[config.mk]
export PLATFORM = sky130hd
export DESIGN_NAME = idh_ctrl
export DESIGN_NICKNAME = d
export VERILOG_FILES = /design/src/rtl/idh_pkg.sv /design/src/rtl/idh_ctrl.sv
export SDC_FILE = /design/constraint.sdc
export NUM_CORES = 1
export LEC_CHECK = 0
export BUFFER_PORTS_ARGS = -buffer_cell sky130_fd_sc_hd__buf_2
export CAP_MARGIN = 20
export CORE_AREA = 4 4 41 43
export CTS_BUF_LIST = sky130_fd_sc_hd__clkbuf_8
export DETAILED_ROUTE_END_ITERATION = 16
export DIE_AREA = 0 0 45 47
export MAX_ROUTING_LAYER = met4
export PLACE_DENSITY = 0.44
export RECOVER_POWER = 100
export SYNTH_ARGS = -nofsm -noshare
export SYNTH_HDL_FRONTEND = slang
export SYNTH_SLANG_ARGS = --single-unit
[constraint.sdc]
create_clock -name i_clk -period 0.9 [get_ports i_clk]
set_input_delay 0.045 -clock i_clk [delete_from_list [all_inputs] [get_ports i_clk]]
set_output_delay 0.045 -clock i_clk [all_outputs]
set_load 0.005 [all_outputs]
[src/rtl/idh_pkg.sv]
// ----------------------------------------------------------------------------
// idh_pkg
// Shared types and codes for the interpoint distance histogram.
// ----------------------------------------------------------------------------
package idh_pkg;

    typedef enum logic [2:0] {
        F_WR_COORD = 3'd0,
        F_WR_EDGE  = 3'd1,
        F_RUN      = 3'd2,
        F_RD_BIN   = 3'd3,
        F_CLEAR    = 3'd4
    } t_func;

    localparam logic [1:0] CFG_DIMS    = 2'd0;
    localparam logic [1:0] CFG_POINTS  = 2'd1;
    localparam logic [1:0] CFG_BINS    = 2'd2;
    localparam logic [1:0] CFG_THEILER = 2'd3;

    localparam int CFG_DATA_W = 11;
    localparam int EDGE_W     = 40;
    localparam int COUNT_W    = 32;
    localparam int PAIRS_W    = 11;

    typedef struct packed {
        logic [2:0]         func;
        logic [9:0]         point_index;
        logic [3:0]         coord_index;
        logic signed [15:0] coord_value;
        logic [4:0]         bin_index;
        logic [39:0]        edge_value;
    } t_in_word;

    typedef struct packed {
        logic [31:0] bin_count;
        logic [10:0] pairs_binned;
        logic        bad_index;
    } t_out_word;

    typedef enum logic [2:0] {
        S_IDLE,
        S_EXEC,
        S_REFLD,
        S_WALK,
        S_DRAIN,
        S_RESP
    } t_state;

    typedef struct packed {
        logic capture;
        logic exec;
        logic ref_load;
        logic issue;
    } t_dp_cmd;

    typedef struct packed {
        logic run_ok;
        logic last_issue;
        logic pipe_busy;
    } t_dp_stat;

endpackage

[src/rtl/idh_ctrl.sv]
// ----------------------------------------------------------------------------
// idh_ctrl
// Sequencer: decode, reference load, point walk, drain and response.
// ----------------------------------------------------------------------------
module idh_ctrl
    import idh_pkg::*;
(
    input  logic     i_clk,
    input  logic     i_rst_n,
    input  logic     i_start,
    input  t_dp_stat i_stat,
    output t_dp_cmd  o_cmd,
    output logic     o_busy,
    output logic     o_done
);

    t_state r_state, n_state;

    always_ff @(posedge i_clk) begin
        if (!i_rst_n) begin
            r_state <= S_IDLE;
        end else begin
            r_state <= n_state;
        end
    end

    always_comb begin
        n_state = r_state;
        unique case (r_state)
            S_IDLE: begin
                if (i_start) n_state = S_EXEC;
            end
            S_EXEC: begin
                n_state = i_stat.run_ok ? S_REFLD : S_RESP;
            end
            S_REFLD: n_state = S_WALK;
            S_WALK: begin
                if (i_stat.last_issue) n_state = S_DRAIN;
            end
            S_DRAIN: begin
                if (!i_stat.pipe_busy) n_state = S_RESP;
            end
            S_RESP:  n_state = S_IDLE;
            default: n_state = S_IDLE;
        endcase
    end

    always_comb begin
        o_cmd          = '0;
        o_cmd.capture  = (r_state == S_IDLE) && i_start;
        o_cmd.exec     = (r_state == S_EXEC);
        o_cmd.ref_load = (r_state == S_REFLD);
        o_cmd.issue    = (r_state == S_WALK);
        o_busy         = (r_state != S_IDLE);
        o_done         = (r_state == S_RESP);
    end

endmodule

After elaboration in Yosys (flattened, before gate mapping)
Cells that the tools add are included.

word-level totals
  output and inout port bits = 6
  word-level logic and storage cells = 18
  register bits after elaboration = 3
  bits of input ports = 6

cells by class
  muxes and demuxes = 5
  reductions and logical operators = 4
  equal/unequal tests = 8

operator list
  operator                                                          number
  3-bit one-hot mux with 5 select lines                             1
  3-bit two-way mux                                                 4
  3-bit by 2-bit == test with 1-bit output (second input constant)  2
  3-bit == test (second input constant)                             2
  2-bit inequality test (second input constant)                     3
  3-bit by 1-bit == test with 1-bit output (second input constant)  1
  3-bit zero test                                                   1
  3-bit AND reduction                                               1
  3-bit nonzero test                                                1
  1-bit logical AND                                                 1

Logic depth before layout (Yosys ltp)
Gate-level depths: netlist (run 1).

  depth after elaboration = 3
  depth in mapped cells = 4
  depth with buffers taken out = 3

Worst setup path after synthesis (run 1)
No wires, ideal clock.

  path kind = flip-flop to flip-flop
  start = reg r_state[0]
  end = reg r_state[2]
  stages on the path, launching flop included = 5
  clock period less this slack = 998 ps
  setup time = 119 ps
  arrival time = 879 ps
  setup slack = -98 ps
  buffers on the path = 1
  cell sequence = dfxtp_1 buf_2 nor3_1 a31oi_1 o221a_1

on the way
  word-level cells in the longest chain between the ends = 3
  elaborated cells on any way between the ends = 10
  those cells by class = 7 x eq/ne; 1 x mux; 2 x reduce/logical

ends and longest elaborated chain
  item                                                              line            RTL
  start, declared                                                   idh_ctrl.sv:17  t_state r_state, n_state;
  start signal, assigned                                            idh_ctrl.sv:23  r_state <= n_state;
  3-bit by 2-bit == test with 1-bit output (tied with other cells)  idh_ctrl.sv:29  unique case (r_state)
  2-bit inequality test (no source line)                            --
  3-bit AND reduction (no source line)                              --

Parallel ways exist; a longest one is shown, timed or not.
A chain may end at the register's enable or synchronous reset.

Final worst setup path (run 1)
  start = reg r_state[1]
  end = out o_busy

on the way
  word-level cells in the longest chain between the ends = 1

ends and longest elaborated chain
  item                line            RTL
  3-bit nonzero test  idh_ctrl.sv:54  o_busy = (r_state != S_IDLE);
  end, declared       idh_ctrl.sv:13  output logic o_busy,

No other way between the ends.

==> impl_metrics.csv, run 1 <==
group,metric,value,unit
outcome,status,"finished with violations",
outcome,violations,"negative setup slack",
place,io_buffers,11,
drt,postRouteAntennaNets,0,
clocking,clk_pin_slew,0.03,ns
finish,nets,58,
place,dpl.hpwl,505,µm
finish,regMostFlops,"r_state",
global_routing,antenna_found_initial,0,
floorplan,die_area,0.00212,mm²
drt,drt_iter0_drc,0,
yosys,syn-num-nets,35,
worst_setup_path,start_kind,"flip-flop",
run,drv_cap,0,
sta,finalSetupViolCount,9,
yosys,synthCells,29,
clocking,htree_num_levels,1,
drt,vias,281,
worst_setup_path,startpoint,"r_state[1]",
sta,worstMarginPinSlew,0.246,ns
floorplan,core,0.00130,mm²
yosys,yosysUniqueCellTypes,19,
yosys,syn_area_per_cell,8.54,µm²
sta,rsz0062_at_grt,"true",
clocking,clock-sinks,3,
worst_setup_path,end_kind,"output port",
drt,via_per_inst,4.26,
place,place_congestion,0.709,
floorplan,die_h,47,µm
finish,stdcell_count,66,
global_routing,grt_pass1_vias,275,
worst_setup_path,timing.rr.start,"r_state[1]",
hold_path,hp-class,"primary input to flip-flop",
hold_path,hold_depth,2,
yosys,seq_area_frac_synth,24.2,%
finish,drive_above_1_share,66.7,%
yosys,ys_seq_elements,3,
sta,fmax,845,MHz
hold_path,hp-start,"i_rst_n",
drt,routed_wl,670,µm
pwr,p_leak,0.235,nW
sta,max_slew_margin,83.4,%
sta,hold_viol,0,
place,place_inst,59,
pwr,ir_worst_vdd,968,µV
clocking,cts_tree,"done",
clocking,clock_latency,0.21,ns
worst_setup_path,path_class,"flip-flop to output port",
sta,fin_crit_sh,131,%
sta,clock_skew,0.00212,ns
drt,drc_errors,0,
finish,final_common_cell,"buf_2",
finish,largest_reg_flops,3,
clocking,cts_buffers,3,
hold_path,min_to,"r_state[0]",
clocking,hold_buffers,0,
drt,wl_per_cell,10.2,µm
sta,slew_viol_final,0,
worst_setup_path,cp_max_fo,3,
floorplan,ios,12,
worst_setup_path,r2r_end,"r_state[0]",
sta,period_minus_slack,1.18,ns
worst_setup_path,regToRegSetupSlack,-0.28,ns
sta,fin_ws,-0.283,ns
clocking,cts.path.max_buffers,2,
finish,antenna_cells,0,
worst_setup_path,crit_required,0.85,ns
floorplan,start_util,19.0,%
yosys,syn-cell-area,248,µm²
drt,drt_pre_antenna_iters,1,
worst_setup_path,cp.arrival,1.14,ns
floorplan,rows,13,
global_routing,grt_usage,8.21,%
worst_setup_path,rr_worst_depth,5,
yosys,ys_warn_count,0,
finish,area.growth.synth_to_final,93.4,%
finish,layout_common_cells,"buf_2 (11), buf_4 (8), clkbuf_8 (3)",
clocking,root_buffer,"clkbuf_8",
sta,fin_setup_tns,-1.94,ns
finish,reg_top3,"r_state x3",
global_routing,grt_max_degree,8,
global_routing,grt_pass1_wl,1140,µm
floorplan,chipWidth,45,µm
pwr,p_per_area,1800,mW/mm²
global_routing,grt.overflow.total,0,
[cells in the mapped netlist]
cell type	n	area share, %
nor4b_1	1	3.5
buf_2	2	4.0
a21oi_1	1	2.0
o31a_1	1	3.5
a21bo_4	1	6.6
nand2_1	1	1.5
inv_1	1	1.5
dfxtp_1	3	24
nor2b_1	2	5.0
a31oi_1	1	2.5
and2b_1	1	3.0
o221a_1	1	4.5
and3b_1	2	7.1
nand2b_1	2	5.0
buf_6	1	4.5
or3_1	1	2.5
a21oi_2	1	3.5
nor3_1	3	6.1
nor3b_1	3	9.1
[logic make-up (layout without fill, tap and decap cells)]
logic type	Yosys count	count (layout)	share of synthesized area, %
AO/OA/AOI/OAI	6	6	22.7
buffers and inverters	4	26	10.1
AND/OR/NAND/NOR	16	16	42.9
flip-flops	3	3	24.2
[power by group]
part	total, mW	switching (mW)	internal (mW)
clock network	0.377	0.0873	0.290
registers	0.180	0.0256	0.154
logic	0.308	0.119	0.189
[area by class of cell]
cell class / instances / area (µm²)
inverters: 1 / 3.75
clock buffers: 3 / 41.3
repair buffers: 21 / 146
flip-flops and latches: 3 / 67.6
clock inverters: 1 / 3.75
well taps: 15 / 18.8
multi-input cells: 22 / 198
fillers: 143 / 822
[timing repair]
| item | 4_1_cts | 5_1_grt |
|---|---|---|
| pin swaps | 2 | 0 |
| endpoints found under the setup margin | 9 | 9 |
| gates resized for setup | 7 | 3 |
| setup buffers | 3 | 0 |
[worst max-delay path: stages, from the launching register on]
cell     delay [ns]
dfxtp_4        0.34
buf_6          0.11
or3_1          0.35
buf_2          0.13
[metrics by stage]
stage,setup slack (ns),instance area (µm²),hold slack [ns],total power [mW],util [%]
6_report,-0.283,479,0.0877,0.865,36.8
5_1_grt,-0.338,479,0.0859,0.928,36.8
4_1_cts,-0.291,465,0.0810,0.861,35.8
3_5_place_dp,-0.201,372,0.311,0.433,28.6
3_3_place_gp,-0.168,372,0.297,0.435,28.6
2_1_floorplan,-0.0780,256,0.167,0.319,-
[how the worst max path moves through the flow]
stage,endpoint,cells after the start
global placement,r_state[0],3
floorplan,r_state[0],4
finish,o_busy,3
global route,o_busy,3
CTS,o_busy,3
detailed placement,r_state[0],3
[routing by layer]
layer | track usage, % | routed length, µm
met5 | - | 0
met4 | 3.51 | 12
met3 | 4.60 | 66
met2 | 12.7 | 307
met1 | 8.56 | 283
Note: power is estimated with default switching activity, not from simulation.
==> run 2: changes to the inputs <==
- ABC_AREA: not set -> 1
- PLACE_DENSITY: 0.44 -> 0.43
==> run 2 against run 1 <==
Effect of this change: the flow still finishes with violations (negative setup slack); critical path depth grew 2; maximum frequency grew 6.1%; design area grew 11%; clock-buffer cell count is the same; first-iteration DRC count grew 8; global-route usage grew 1.1 points; via count grew 20%; sequential power grew 89%; area after synthesis shrank 8.1%; largest power group is now combinational cells.
==> impl_metrics.csv, run 2 <==
group,metric,value,unit
clocking,hold_buffers,0,
yosys,yosysTopAreaCell,"dfxtp_1",
clocking,root_buffer,"clkbuf_8",
pwr,p_total,1.98,mW
global_routing,grt_max_degree,7,
sta,slew_viol_final,0,
global_routing,grt_usage,9.29,%
drt,postRouteAntennaNets,0,
floorplan,core,0.00130,mm²
place,place_area,363,µm²
worst_setup_path,cpPeakStageDelay,0.35,ns
global_routing,grt.overflow.total,0,
sta,rsz0062_at_grt,"true",
place,io_buffers,11,
floorplan,die_h,47,µm
global_routing,grt_pass1_vias,304,
yosys,synth_commonest_cells,"inv_1 (11), nand2_1 (9), nor2_1 (6)",
finish,utilization,41.0,%
yosys,synth-edff-count,0,
yosys,synth-async-reset-ratio,0,%
floorplan,ios,12,
clocking,cts_buffers,3,
drt,drt_iter0_drc,8,
sta,hold_viol,0,
worst_setup_path,rr_worst_depth,6,
worst_setup_path,timing.rr.start,"r_state[0]",
floorplan,start_util,17.5,%
yosys,synth_most_common_cell,"inv_1",
sta,fin_ws,-0.215,ns
outcome,status,"finished with violations",
worst_setup_path,r2r_end,"r_state[2]",
drt,routed_wl,750,µm
place,place_inst,75,
finish,drive_above_1_share,63.2,%
drt,drt_pre_antenna_iters,4,
sta,max_slew_margin,87.5,%
outcome,violations,"negative setup slack",
yosys,synthFlopType,"dfxtp_1",
finish,num-fill-cells,151,
drt,drc_errors,0,
finish,regMostFlops,"r_state",
yosys,ys_seq_elements,3,
global_routing,grt_pass1_wl,1240,µm
yosys,seq_area_frac_synth,26.4,%
yosys,syn_area_per_cell,5.42,µm²
worst_setup_path,cp_max_fo,4,
worst_setup_path,path_class,"flip-flop to output port",
worst_setup_path,cp.arrival,1.07,ns
finish,reg_top3,"r_state x3",
clocking,clk_pin_slew,0.03,ns
drt,wl_per_cell,9.04,µm
yosys,yosysTopAreaCellShare,26.4,%
run,drv_cap,0,
sta,fmax,897,MHz
sta,fin_crit_sh,124,%
sta,finalSetupViolCount,9,
yosys,netlist_top_cells_area,"dfxtp_1 (26%), inv_1 (18%), nand2_1 (15%)",
drt,via_per_inst,4.07,
finish,layout_common_cells,"buf_2 (10), inv_1 (9), buf_6 (7)",
finish,nets,75,
hold_path,hp-start,"i_rst_n",
worst_setup_path,start_kind,"flip-flop",
finish,final_area,533,µm²
pwr,ir_worst_vdd,2170,µV
finish,largest_reg_flops,3,
yosys,yosysUniqueCellTypes,11,
yosys,syn-cell-area,228,µm²
clocking,clock-sinks,3,
hold_path,hp-class,"primary input to flip-flop",
finish,area.growth.synth_to_final,134,%
global_routing,antenna_found_initial,0,
clocking,htree_num_levels,1,
worst_setup_path,critical-path-top-delay-family,"flip-flops",
finish,antenna_cells,0,
sta,worstMarginPinSlew,0.185,ns
floorplan,rows,13,
clocking,cts_tree,"done",
floorplan,chipWidth,45,µm
yosys,synthCells,42,
clocking,clock_latency,0.22,ns
pwr,p_leak,0.307,nW
yosys,syn-num-nets,48,
yosys,ys_warn_count,0,
drt,vias,338,
pwr,p_per_area,3710,mW/mm²
worst_setup_path,crit_required,0.85,ns
worst_setup_path,path_buf_inv,2,
sta,finalHoldWorstSlack,0.0645,ns
worst_setup_path,path_cells,"nor2_4 > nand2_2 > buf_6 > nor2_1 > buf_2",
sta,clock_skew,0.00282,ns
place,place_congestion,0.768,
finish,stdcell_count,83,
sta,period_minus_slack,1.11,ns
hold_path,min_to,"r_state[0]",
finish,final_common_cell,"buf_2",
worst_setup_path,cp_slowest_cell,"dfxtp_4",
worst_setup_path,end_kind,"output port",
clocking,cts.path.max_buffers,2,
hold_path,hold_depth,3,
worst_setup_path,regToRegSetupSlack,-0.20,ns
floorplan,die_area,0.00212,mm²
place,dpl.hpwl,531,µm
==> run 2: where the power goes <==
group	internal (mW)	switching (mW)	total, mW
combinational	0.722	0.538	1.26
sequential	0.224	0.116	0.340
clock	0.290	0.0898	0.380
total	1.24	0.743	1.98
==> run 2: layer usage <==
layer / wire length (µm) / track usage, % / up-vias
li1: - / - / 181
met1: 259 / 8.62 / 140
met2: 395 / 15.5 / 13
met3: 65 / 2.30 / 4
met4: 29 / 8.77 / 0
met5: 0 / - / -
==> run 2: kinds of logic (layout without fill, tap and decap cells) <==
| kind of cell | count (synthesis) | after routing | synth area share (%) |
|---|---|---|---|
| buf+inv | 11 | 37 | 18.1 |
| compound gates | 7 | 7 | 16.5 |
| flops | 3 | 3 | 26.4 |
| simple gates | 21 | 21 | 39.0 |
==> run 2: timing repair <==
action                                  in CTS  in global routing
setup buffers                                4                  0
endpoints found under the setup margin       9                  9
pin swaps                                    8                  3
endpoints found under the hold margin        0                  0
resized for setup                           20                  8
==> run 2: worst max path at each step <==
stage | start | to | slack (ns) | depth (start not counted)
floorplan | r_state[0] | r_state[0] | -0.04 | 8
global placement | r_state[1] | r_state[0] | -0.13 | 8
detailed placement | r_state[1] | r_state[0] | -0.13 | 8
CTS | r_state[0] | o_cmd[2] | -0.22 | 6
global route | r_state[0] | o_cmd[2] | -0.27 | 6
finish | r_state[0] | o_cmd[3] | -0.21 | 5
==> run 2: layout make-up <==
cell class / count / area, µm² / share of cell area [%]
tap: 15 / 18.8 / 3.52
sequential: 3 / 71.3 / 13.4
clock buffer: 3 / 41.3 / 7.75
inverter: 11 / 46.3 / 8.69
multi-input combinational: 28 / 185 / 34.7
clock inverter: 1 / 3.75 / 0.704
timing repair buffer: 22 / 166 / 31.2
==> run 2: tightest hold or removal path: stages <==
cell and delay [ns]:
buf_2 0.11, nand2_1 0.06, nor2_1 0.03
==> run 2: stage by stage <==
stage | setup TNS, ns | setup WS (ns)
final | -1.36 | -0.215
after global routing | -1.89 | -0.273
after CTS | -1.41 | -0.218
after detailed placement | -0.355 | -0.129
after global placement | -0.335 | -0.131
after floorplan | -0.0454 | -0.0365
